### config.mk
export PLATFORM = sky130hd
export DESIGN_NAME = text_console_char_writer
export DESIGN_NICKNAME = d
export VERILOG_FILES = /design/src/rtl/tccw_pkg.sv /design/src/rtl/tccw_front.sv /design/src/rtl/tccw_queue.sv /design/src/rtl/tccw_back.sv /design/src/rtl/text_console_char_writer.sv
export SDC_FILE = /design/constraint.sdc
export NUM_CORES = 1
export LEC_CHECK = 0
export BUFFER_PORTS_ARGS = -buffer_cell sky130_fd_sc_hd__clkbuf_2
export CAP_MARGIN = 0
export CORE_MARGIN = 8
export CORE_UTILIZATION = 62
export CTS_CLUSTER_SIZE = 10
export DETAILED_ROUTE_END_ITERATION = 16
export GPL_TIMING_DRIVEN = 0
export HOLD_SLACK_MARGIN = 0.15
export PLACE_DENSITY = 0.93
export SYNTH_ARGS = -nofsm -noshare
export SYNTH_HDL_FRONTEND = slang
export SYNTH_SLANG_ARGS = --single-unit
### constraint.sdc
create_clock -name clk -period 10.5 [get_ports clk]
set_clock_uncertainty 0.1 [all_clocks]
set_input_delay 0.525 -clock clk [delete_from_list [all_inputs] [get_ports clk]]
set_output_delay 0.525 -clock clk [all_outputs]
set_load 0.005 [all_outputs]
### src/rtl/tccw_pkg.sv
// Shared types, constants and codes for the text console character writer.
package tccw_pkg;

  localparam int TEXT_COLUMNS = 80;
  localparam int TEXT_ROWS    = 25;
  localparam int TAB_WIDTH    = 4;

  localparam int ROW_W      = 5;
  localparam int COL_W      = 7;
  localparam int ADDR_W     = 11;
  localparam int WORD_W     = 16;
  localparam int CHAR_W     = 8;
  localparam int COORD_W    = 16;
  localparam int COLOR_W    = 4;
  localparam int CFG_IDX_W  = 2;
  localparam int CFG_DATA_W = 4;
  localparam int QUEUE_DEPTH = 2;

  localparam logic REQ_PRINT = 1'b0;
  localparam logic REQ_SET   = 1'b1;

  localparam logic [CHAR_W-1:0] CHAR_BS    = 8'h08;
  localparam logic [CHAR_W-1:0] CHAR_TAB   = 8'h09;
  localparam logic [CHAR_W-1:0] CHAR_NL    = 8'h0A;
  localparam logic [CHAR_W-1:0] CHAR_CR    = 8'h0D;
  localparam logic [CHAR_W-1:0] CHAR_SPACE = 8'h20;

  localparam logic [CFG_IDX_W-1:0] CFG_BG     = 2'd0;
  localparam logic [CFG_IDX_W-1:0] CFG_FG     = 2'd1;
  localparam logic [CFG_IDX_W-1:0] CFG_CURSOR = 2'd2;

  localparam logic [COLOR_W-1:0] BG_RESET = 4'h0;
  localparam logic [COLOR_W-1:0] FG_RESET = 4'h7;

  typedef enum logic [2:0] {
    OP_PUT = 3'd0,
    OP_NL  = 3'd1,
    OP_CR  = 3'd2,
    OP_TAB = 3'd3,
    OP_BS  = 3'd4,
    OP_SET = 3'd5
  } op_t;

  typedef struct packed {
    logic                      req_type;
    logic [CHAR_W-1:0]         char_code;
    logic signed [COORD_W-1:0] set_row;
    logic signed [COORD_W-1:0] set_col;
  } in_req_t;

  typedef struct packed {
    logic              cell_write;
    logic [ADDR_W-1:0] cell_addr;
    logic [WORD_W-1:0] cell_word;
    logic              cursor_write;
    logic [ADDR_W-1:0] cursor_pos;
    logic [ROW_W-1:0]  new_row;
    logic [COL_W-1:0]  new_col;
  } out_res_t;

  // Classified request as held in the queue
  typedef struct packed {
    op_t               op;
    logic [CHAR_W-1:0] char_code;
    logic [ROW_W-1:0]  row;
    logic [COL_W-1:0]  col;
  } cmd_t;

  typedef struct packed {
    logic [COLOR_W-1:0] bg;
    logic [COLOR_W-1:0] fg;
    logic               cursor_on;
  } cfg_t;

endpackage

### src/rtl/tccw_front.sv
// Front end: decodes a request into an operation and clamps set coordinates.
module tccw_front (
  input  logic              in_valid,
  input  tccw_pkg::in_req_t in_req,
  input  logic              q_full,
  output logic              in_ready,
  output logic              push,
  output tccw_pkg::cmd_t    cmd
);
  import tccw_pkg::*;

  logic [ROW_W-1:0] row_clamp;
  logic [COL_W-1:0] col_clamp;

  assign in_ready = !q_full;
  assign push     = in_valid && !q_full;

  always_comb begin
    if (in_req.set_row[COORD_W-1]) begin
      row_clamp = '0;
    end else if ($unsigned(in_req.set_row) >= COORD_W'(TEXT_ROWS)) begin
      row_clamp = ROW_W'(TEXT_ROWS - 1);
    end else begin
      row_clamp = in_req.set_row[ROW_W-1:0];
    end

    if (in_req.set_col[COORD_W-1]) begin
      col_clamp = '0;
    end else if ($unsigned(in_req.set_col) >= COORD_W'(TEXT_COLUMNS)) begin
      col_clamp = COL_W'(TEXT_COLUMNS - 1);
    end else begin
      col_clamp = in_req.set_col[COL_W-1:0];
    end
  end

  always_comb begin
    cmd.char_code = in_req.char_code;
    cmd.row       = row_clamp;
    cmd.col       = col_clamp;
    if (in_req.req_type == REQ_SET) begin
      cmd.op = OP_SET;
    end else begin
      unique case (in_req.char_code)
        CHAR_NL:  cmd.op = OP_NL;
        CHAR_CR:  cmd.op = OP_CR;
        CHAR_TAB: cmd.op = OP_TAB;
        CHAR_BS:  cmd.op = OP_BS;
        default:  cmd.op = OP_PUT;
      endcase
    end
  end

endmodule

### src/rtl/tccw_queue.sv
// Two-entry request queue between front end and back end.
module tccw_queue (
  input  logic           clk,
  input  logic           rst_n,
  input  logic           push,
  input  tccw_pkg::cmd_t push_cmd,
  output logic           full,
  output logic           head_valid,
  output tccw_pkg::cmd_t head_cmd,
  input  logic           pop
);
  import tccw_pkg::*;

  localparam int PTR_W = $clog2(QUEUE_DEPTH);
  localparam int CNT_W = $clog2(QUEUE_DEPTH + 1);

  cmd_t             entry_r [QUEUE_DEPTH];
  logic [PTR_W-1:0] wr_ptr_r, wr_ptr_nxt;
  logic [PTR_W-1:0] rd_ptr_r, rd_ptr_nxt;
  logic [CNT_W-1:0] count_r, count_nxt;
  logic             do_pop;

  assign full       = (count_r == CNT_W'(QUEUE_DEPTH));
  assign head_valid = (count_r != '0);
  assign head_cmd   = entry_r[rd_ptr_r];
  assign do_pop     = pop && head_valid;

  always_comb begin
    wr_ptr_nxt = wr_ptr_r;
    rd_ptr_nxt = rd_ptr_r;
    count_nxt  = count_r;
    if (push) begin
      wr_ptr_nxt = (wr_ptr_r == PTR_W'(QUEUE_DEPTH - 1)) ? '0 : wr_ptr_r + 1'b1;
    end
    if (do_pop) begin
      rd_ptr_nxt = (rd_ptr_r == PTR_W'(QUEUE_DEPTH - 1)) ? '0 : rd_ptr_r + 1'b1;
    end
    if (push && !do_pop) begin
      count_nxt = count_r + 1'b1;
    end else if (!push && do_pop) begin
      count_nxt = count_r - 1'b1;
    end
  end

  always_ff @(posedge clk) begin
    if (!rst_n) begin
      wr_ptr_r <= '0;
      rd_ptr_r <= '0;
      count_r  <= '0;
    end else begin
      wr_ptr_r <= wr_ptr_nxt;
      rd_ptr_r <= rd_ptr_nxt;
      count_r  <= count_nxt;
    end
  end

  always_ff @(posedge clk) begin
    if (push) begin
      entry_r[wr_ptr_r] <= push_cmd;
    end
  end

endmodule

### src/rtl/tccw_back.sv
// Back end: cursor state, cell word build and the registered result.
module tccw_back (
  input  logic                                clk,
  input  logic                                rst_n,
  input  logic                                cfg_we,
  input  logic [tccw_pkg::CFG_IDX_W-1:0]      cfg_index,
  input  logic [tccw_pkg::CFG_DATA_W-1:0]     cfg_wdata,
  input  logic                                cmd_valid,
  input  tccw_pkg::cmd_t                      cmd,
  output logic                                cmd_pop,
  output logic                                out_valid,
  input  logic                                out_ready,
  output tccw_pkg::out_res_t                  out_res
);
  import tccw_pkg::*;

  localparam int COLX_W = COL_W + 1;
  localparam int ROWX_W = ROW_W + 1;

  cfg_t             cfg_r, cfg_nxt;
  logic [ROW_W-1:0] row_r, row_nxt;
  logic [COL_W-1:0] col_r, col_nxt;
  logic             out_valid_r, out_valid_nxt;
  out_res_t         out_res_r, out_res_nxt;

  logic [COLX_W-1:0] col_x;
  logic [ROWX_W-1:0] row_x;
  logic [COL_W-1:0]  cell_col;
  logic              wr;
  logic [CHAR_W-1:0] wr_char;
  logic [ADDR_W-1:0] cell_addr;
  logic [ADDR_W-1:0] cursor_pos;
  logic              load;

  assign load      = cmd_valid && (!out_valid_r || out_ready);
  assign cmd_pop   = load;
  assign out_valid = out_valid_r;
  assign out_res   = out_res_r;

  // cursor update
  always_comb begin
    col_x    = {1'b0, col_r};
    row_x    = {1'b0, row_r};
    cell_col = col_r;
    wr       = 1'b0;
    wr_char  = cmd.char_code;
    unique case (cmd.op)
      OP_SET: begin
        row_x = {1'b0, cmd.row};
        col_x = {1'b0, cmd.col};
      end
      OP_NL: begin
        row_x = row_x + 1'b1;
        col_x = '0;
      end
      OP_CR: col_x = '0;
      OP_TAB: col_x = col_x + COLX_W'(TAB_WIDTH) - COLX_W'(col_x % TAB_WIDTH);
      OP_BS: begin
        if (col_r != '0) begin
          col_x    = col_x - 1'b1;
          cell_col = col_r - 1'b1;
          wr       = 1'b1;
          wr_char  = CHAR_SPACE;
        end
      end
      OP_PUT: begin
        col_x = col_x + 1'b1;
        wr    = 1'b1;
      end
      default: ;
    endcase
    if (col_x >= COLX_W'(TEXT_COLUMNS)) begin
      col_x = '0;
      row_x = row_x + 1'b1;
    end
    if (row_x >= ROWX_W'(TEXT_ROWS)) begin
      row_x = '0;
    end
  end

  assign cell_addr  = ADDR_W'(row_r) * ADDR_W'(TEXT_COLUMNS) + ADDR_W'(cell_col);
  assign cursor_pos = ADDR_W'(row_x) * ADDR_W'(TEXT_COLUMNS) + ADDR_W'(col_x);

  always_comb begin
    cfg_nxt       = cfg_r;
    row_nxt       = row_r;
    col_nxt       = col_r;
    out_valid_nxt = out_valid_r;
    out_res_nxt   = out_res_r;

    if (cfg_we) begin
      unique case (cfg_index)
        CFG_BG:     cfg_nxt.bg        = cfg_wdata;
        CFG_FG:     cfg_nxt.fg        = cfg_wdata;
        CFG_CURSOR: cfg_nxt.cursor_on = cfg_wdata[0];
        default: ;
      endcase
    end

    if (out_valid_r && out_ready) begin
      out_valid_nxt = 1'b0;
    end

    if (load) begin
      row_nxt                  = row_x[ROW_W-1:0];
      col_nxt                  = col_x[COL_W-1:0];
      out_valid_nxt            = 1'b1;
      out_res_nxt.cell_write   = wr;
      out_res_nxt.cell_addr    = wr ? cell_addr : '0;
      out_res_nxt.cell_word    = wr ? {cfg_r.bg, cfg_r.fg, wr_char} : '0;
      out_res_nxt.cursor_write = cfg_r.cursor_on;
      out_res_nxt.cursor_pos   = cfg_r.cursor_on ? cursor_pos : '0;
      out_res_nxt.new_row      = row_x[ROW_W-1:0];
      out_res_nxt.new_col      = col_x[COL_W-1:0];
    end
  end

  always_ff @(posedge clk) begin
    if (!rst_n) begin
      cfg_r       <= '{bg: BG_RESET, fg: FG_RESET, cursor_on: 1'b0};
      row_r       <= '0;
      col_r       <= '0;
      out_valid_r <= 1'b0;
    end else begin
      cfg_r       <= cfg_nxt;
      row_r       <= row_nxt;
      col_r       <= col_nxt;
      out_valid_r <= out_valid_nxt;
    end
  end

  always_ff @(posedge clk) begin
    out_res_r <= out_res_nxt;
  end

endmodule

### src/rtl/text_console_char_writer.sv
// An accepted request goes into the queue, then from its head into the out_* register.
// Throughput: one request per cycle; while a result waits for out_ready the two-entry
//   queue takes two more requests, then in_ready drops until the back end drains one.
// Reset (rst_n low, synchronous): cursor at row 0 column 0, background 0,
//   foreground 7, cursor reporting off, queue and output register empty.
module text_console_char_writer (
  input  logic                            clk,
  input  logic                            rst_n,
  // request channel
  input  logic                            in_valid,
  output logic                            in_ready,
  input  tccw_pkg::in_req_t               in_req,
  // result channel
  output logic                            out_valid,
  input  logic                            out_ready,
  output tccw_pkg::out_res_t              out_res,
  // register writes, only while idle
  input  logic                            cfg_we,
  input  logic [tccw_pkg::CFG_IDX_W-1:0]  cfg_index,
  input  logic [tccw_pkg::CFG_DATA_W-1:0] cfg_wdata
);
  import tccw_pkg::*;

  logic q_full;
  logic push;
  cmd_t push_cmd;
  logic head_valid;
  cmd_t head_cmd;
  logic pop;

  // Front: decode the character into an operation and clamp set coordinates.
  // This needs no cursor state, so it runs straight off the request port.
  tccw_front u_front (
    .in_valid (in_valid),
    .in_req   (in_req),
    .q_full   (q_full),
    .in_ready (in_ready),
    .push     (push),
    .cmd      (push_cmd)
  );

  // Queue decouples request acceptance from result backpressure.
  tccw_queue u_queue (
    .clk        (clk),
    .rst_n      (rst_n),
    .push       (push),
    .push_cmd   (push_cmd),
    .full       (q_full),
    .head_valid (head_valid),
    .head_cmd   (head_cmd),
    .pop        (pop)
  );

  // Back: owns the cursor; one queued request is applied per cycle when the
  // output register is free or being drained.
  tccw_back u_back (
    .clk       (clk),
    .rst_n     (rst_n),
    .cfg_we    (cfg_we),
    .cfg_index (cfg_index),
    .cfg_wdata (cfg_wdata),
    .cmd_valid (head_valid),
    .cmd       (head_cmd),
    .cmd_pop   (pop),
    .out_valid (out_valid),
    .out_ready (out_ready),
    .out_res   (out_res)
  );

endmodule

### Yosys cells after proc, flatten, opt, wreduce, memory -nomap -nowiden

Memory sizes are Yosys's and may differ from the RTL's. A register that Yosys moved wholly into a read port is not among the register bits.
Cells that the tools add are included.

* $mul: 2
* add/subtract/negate cells: 13
* multiplexer cells: 28
* equality and inequality tests: 12
* reductions and logical operators: 21
* magnitude comparators: 4

Operator list (count)
* $pmux 8 s5: 1
* $eq 8x4->1 const B: 4
* $mux 8: 4
* $mux 7: 4
* $ge 16x5->1 const B: 1
* $ge 16x7->1 const B: 1
* $mux 6: 2
* $pmux 3 s4: 1
* $pmux 6 s2: 1
* $add 11x7->11: 1
* $add 11x8->11: 1
* $mux 5: 2
* $mux 1: 9
* $add 7x1->8 const B: 1
* $add 7x3->8 const B: 1
* $ge 8x7->1 const B: 1
* $sub 7x1->8 const B: 1
* $sub 8x2->8: 1
* $mul 5x3->7 const B: 1
* $mul 6x3->7 const B: 1
* $reduce_bool 7->1: 1
* $sub 7x1->7 const B: 1
* $add 5x1->6 const B: 1
* $add 6x1->6 const B: 1
* 20 further kinds: 37

* flip-flop bits (word level): 78
* input port bits: 52
* memories: 1
* RAM bits: 46
* output and inout port bits: 54
* word-level logic and storage cells: 97

Memory list
* u_queue.entry_r: words 2, width 23, rd ports 1, clocked after Yosys merged registers in 1, wr ports 1, line tccw_queue.sv:17 `cmd_t entry_r [QUEUE_DEPTH];`

### Longest topological paths before layout

* depth after elaboration: 9
* gate-level depth with buffers: 23
* depth with buffers taken out: 20

### Hierarchy

Synthesis repeated with hierarchy kept, for this count alone.

* cell total of the unflattened synthesis: 630
* area, all modules: 6972.9 sq um

By module, submodules not included
* tccw_back: cells an instance 489, instances 1, area each 4802.1 sq um, seq. area each 2001.9 sq um
* tccw_queue: cells an instance 93, instances 1, area each 1870.5 sq um, seq. area each 1481.4 sq um
* tccw_front: cells an instance 48, instances 1, area each 300.3 sq um, seq. area each 0.0 sq um

### Worst setup path before layout

OpenSTA, ideal clock, no wires.

* path type: register to register
* start: register u_back.col_r[4]
* end: register u_back.out_res_r (netlist bit u_back.out_res[22]) (data pin)
* period minus slack after synthesis: 4.918 ns
* data required time: 10.252 ns
* buffers on the path: 0
* arrival time: 4.669 ns
* setup slack: 5.582 ns
* library setup time: 0.148 ns
* stages on the path, launching flop included: 21
* cells stage by stage: dfxtp_1 > inv_1 > ha_1 > nor2b_1 > or3_1 > a21oi_1 > o21ai_1 > a32oi_4 > o21a_2 > mux2i_2 > a21oi_2 > nor3_1 > ha_1 > ha_1 > fa_1 > xor2_1 > nand2_1 > nor2_1 > xor2_1 > or2_2 > mux2i_1

* longest elaborated chain between the ends: 9
* elaborated cells on any way between the ends: 14
* classes of those cells: 5 x add/sub; 1 x mul; 2 x order compare; 5 x mux; 1 x reduce/logical

RTL lines
* start: declaration: line tccw_back.sv:22 `logic [COL_W-1:0] col_r, col_nxt;`
* start signal: assignment: line tccw_back.sv:127 `col_r <= col_nxt;`
* $add 7x3->8, or another cell as far along: line tccw_back.sv:57 `OP_TAB: col_x = col_x + COLX_W'(TAB_WIDTH) - COLX_W'(col_x % TAB_WIDTH);`
* $sub 8x2->8 or $mux 8 (tied branches): line tccw_back.sv:57, tccw_back.sv:59
* $pmux 8 s5 *: line tccw_back.sv:47 `unique case (cmd.op)`
* $ge 8x7->1 *: line tccw_back.sv:72 `if (col_x >= COLX_W'(TEXT_COLUMNS)) begin`
* $mux 6 *: line tccw_back.sv:72
* $ge 6x5->1: line tccw_back.sv:76 `if (row_x >= ROWX_W'(TEXT_ROWS)) begin`
* $mux 6 *: line tccw_back.sv:76
* via u_back.row_x[1]: line tccw_back.sv:27 `logic [ROWX_W-1:0] row_x;`
* $mul 6x3->7 *: line tccw_back.sv:82 `assign cursor_pos = ADDR_W'(row_x) * ADDR_W'(TEXT_COLUMNS) + ADDR_W'(col_x);`
* $add 11x8->11 *: line tccw_back.sv:82
* end signal: assignment: line tccw_back.sv:133 `out_res_r <= out_res_nxt;`
* end: declaration: line tccw_back.sv:24 `out_res_t out_res_r, out_res_nxt;`

Mark *: on every way through the listed nets, which the timed path passes. The rest lies on a longest branch.
A chain may end at the register's enable or synchronous reset.

### Worst setup path in the final report

Same ends and word-level chain as after synthesis.

==> results.yml <==
yosys:
  netlist_area_um2: 6815
  synthCells: 597
  synth.avg_cell_area_um2: 11.42
  ys_ff_latch: 125
  synthArstFlopShare_pct: 0
  yosysWarnings: 0
  yosysSeqAreaShare_pct: 51.11
  synth_ff_type: "edfxtp_1"
  synth_edf_count: 98
  synthDistinctLibCells: 84
grt:
  grt-ovfl-total: 0
  antenna_found_initial: 0
  grt_pass1_vias: 5658
  grt_max_degree: 40
  grt_pass1_wl_um: 28270
  grt.total_usage_pct: 24.65
drt:
  vias_per_cell: 6.054
  drt_first_pass_iters: 6
  routed_wl_um: 17510
  vias: 5364
  drc_errors: 0
  drt_iter0_markers: 526
  postRouteAntennaNets: 0
  wl_per_cell_um: 19.76
worst_setup_path:
  critPathMaxFanout: 9
  crit_family: "simple AND/OR/NAND/NOR gates"
  worst_setup_path_start_kind: "flip-flop"
  worst-setup-path-type: "reg2reg"
  worst_path_most_repeated_cell: "ha_1"
  critPathSlowestCell: "nor3_1"
  crit_buf_inv: 1
  path_cells: "inv_1 > ha_1 > nor2b_1 > or3_1 > a21oi_1 > o21ai_1 > a32oi_4 > o21a_2 > mux2i_2 > a21oi_2 > nor3_1 > ha_1 > ha_1 > fa_1 > xor2_1 > nand2_1 > nor2_1 > xor2_1 > or2_2 > mux2i_1"
  crit_path_max_incr_delay_ns: 0.63
  critPathCaptureType: "flip-flop"
  cp.arrival_ns: 6.27
  required_ns: 10.67
cts:
  cts_buffers: 17
  cts_tree: "done"
  worstSkewPairLatency_ns: 0.52
  path_clk_slew_ns: 0.06
  cts.htree.levels: 4
  clockBufferDepth: 2
  clock-sinks: 125
  cts-root-buf: "clkbuf_8"
  cts-resized-gates: 0
sta:
  hold_viol_final: 0
  finalSetupTns_ns: 0
  rsz0062_at_grt: "no"
  slew_headroom_pct: 29.60
  min_period_ns: 6.101
  clock.fmax_ghz: 0.1639
  slew_violations: 0
  fin_crit_sh_pct: 58.11
  worst_pin_slew_ns: 1.056
  setup_viol: 0
  hold_ws_ns: 0.1739
pwr:
  powerDensity_nw_per_um2: 280.3
  ir_drop_mv: 0.1718
  power_leakage_nw: 3.404
min_path:
  hp-class: "in2reg"
floorplan:
  ios: 106
  core_um2: 10790
  start_util_pct: 63.15
  num_rows: 38
  die_w_um: 120.8
  die_h_um: 120.8
  dieArea_um2: 14600
run_status:
  outcome: "completed"
job:
  drv_cap: 0
placed_design:
  hpwlAfterDp_um: 12560
  port_buffers: 104
  gp_congestion: 0.9414
layout:
  multi_input_area_um2: 3128
  fillCellCount: 673
  drive_above_1_share_pct: 25.20
  register_area_um2: 3483
  antenna_cells: 0
  fin_nets: 829
  area_growth_pct: 20.25
-- final cells by class --
type	instances	area share (%)
Clock inverter	14	1.252
Buffer	20	1.298
Clock buffer	18	5.359
Timing Repair Buffer	116	8.000
Multi-Input combinational cell	425	38.17
Inverter	28	1.282
Tap cell	140	2.137
Sequential cell	125	42.50
-- power by group --
part           leakage [nW]  internal (mW)  total, mW  switching [mW]
combinational          1.96          0.385      0.974           0.589
clock                 0.273          0.307      0.533           0.226
sequential             1.17          0.719      0.791          0.0727
total                  3.40           1.41       2.30           0.887
-- worst paths after layout --
path	from	endpoint	slack (ns)	cells after the start
hold reg to reg	u_back.cfg_r[1]	u_back.cfg_r[1]	0.40	2
hold / removal	cfg_wdata[1]	u_back.cfg_r[2]	0.17	3
setup / recovery	u_back.col_r[4]	u_back.out_res[22]	4.40	20
setup reg to reg	u_back.col_r[4]	u_back.out_res[22]	4.40	20
-- layer usage --
metal  vias to the layer above  routed length, µm  track usage, %
met5                         -                  0               0
li1                       2461                  -               -
met4                         0                714           13.04
met1                      2588               6732           28.10
met3                        61               1298           5.781
met2                       254               8762           42.21
-- sequential cells by signal, indices dropped and copies added, names as in the netlist, named ones only --
signal	flops
u_back.out_res	52
u_queue.entry_r	46
u_back.cfg_r	9
u_back.col_r	7
u_back.row_r	5
u_queue.count_r	2
u_back.out_valid	1
u_queue.rd_ptr_r	1
u_queue.wr_ptr_r	1
-- tightest hold or removal path: stages --
cell and delay, ns:
clkbuf_2 0.10, mux2i_1 0.07, nand2_1 0.08
-- stage by stage --
stage | area, µm² | power, mW | utilization (%) | std cells | setup WS, ns
2_1_floorplan | 6819 | 1.419 | - | 598 | 5.582
3_3_place_gp | 7515 | 1.683 | 69.63 | 842 | 4.755
3_5_place_dp | 7553 | 1.743 | 69.99 | 844 | 4.531
4_1_cts | 8195 | 2.288 | 75.93 | 886 | 4.472
5_1_grt | 8195 | 2.424 | 75.93 | 886 | 4.078
6_report | 8195 | 2.297 | 75.93 | 886 | 4.399
-- layout by cell type, fill, tap and decap left out, types with 5 or more instances in the layout --
master | netlist | final
clkbuf_1 | 11 | 10
dfxtp_1 | 27 | 27
nor2_1 | 62 | 61
xnor2_1 | 20 | 20
ha_1 | 40 | 40
a21boi_0 | 6 | 6
nand3_1 | 17 | 17
a21oi_1 | 21 | 21
inv_6 | 0 | 5
a21o_1 | 10 | 10
edfxtp_1 | 98 | 98
nand2_1 | 39 | 39
inv_1 | 27 | 27
o21ai_0 | 10 | 10
dlygate4sd3_1 | 0 | 10
nor4_1 | 6 | 6
clkbuf_2 | 0 | 105
mux2_2 | 7 | 7
mux2i_1 | 23 | 23
nor2b_1 | 16 | 16
and2_1 | 21 | 21
xor2_1 | 13 | 13
clkbuf_16 | 0 | 17
nor3_1 | 12 | 12
-- cells in the mapped netlist (all sizes together), types with 3 or more instances --
cell | instances | area share (%)
o21ai | 13 | 1.0
o311ai | 3 | 0.50
a21boi | 8 | 0.88
nand3 | 17 | 1.2
or2 | 4 | 0.40
ha | 40 | 7.3
o31ai | 3 | 0.40
o21a | 4 | 0.46
a21oi | 24 | 1.9
or3 | 3 | 0.28
nor3 | 13 | 1.0
xnor2 | 20 | 2.6
nand2 | 40 | 2.2
edfxtp | 98 | 43
nand3b | 3 | 0.33
a21o | 11 | 1.2
nor2 | 65 | 3.8
inv | 28 | 1.5
a221oi | 6 | 1.0
o2111ai | 3 | 0.39
mux2 | 9 | 1.6
o22ai | 6 | 0.73
clkbuf | 11 | 0.61
buf | 9 | 0.94
mux2i | 25 | 3.8
and2 | 21 | 1.9
a211oi | 3 | 0.33
nor4 | 6 | 0.55
nand4 | 4 | 0.37
nor2b | 16 | 1.5
xor2 | 13 | 1.7
fa | 4 | 1.2
dfxtp | 27 | 7.9
nand2b | 3 | 0.28
-- cell families (layout without fill, tap and decap cells) --
logic type / Yosys count / in the layout / share of synthesized area [%]
simple gates: 207 / 207 / 15.62
xor+xnor: 33 / 33 / 4.241
compound gates: 105 / 105 / 11.99
mux: 34 / 34 / 5.379
fa+ha+maj: 44 / 44 / 8.518
buf+inv: 48 / 196 / 3.084
other cells: 1 / 2 / 0.05502
flops: 125 / 125 / 51.11
-- timing repair --
item | 4_1_cts | 5_1_grt
setup buffers | 0 | 0
hold endpoints to repair | 18 | 0
hold buffers | 10 | 0
(Power assumes the default switching activity.)
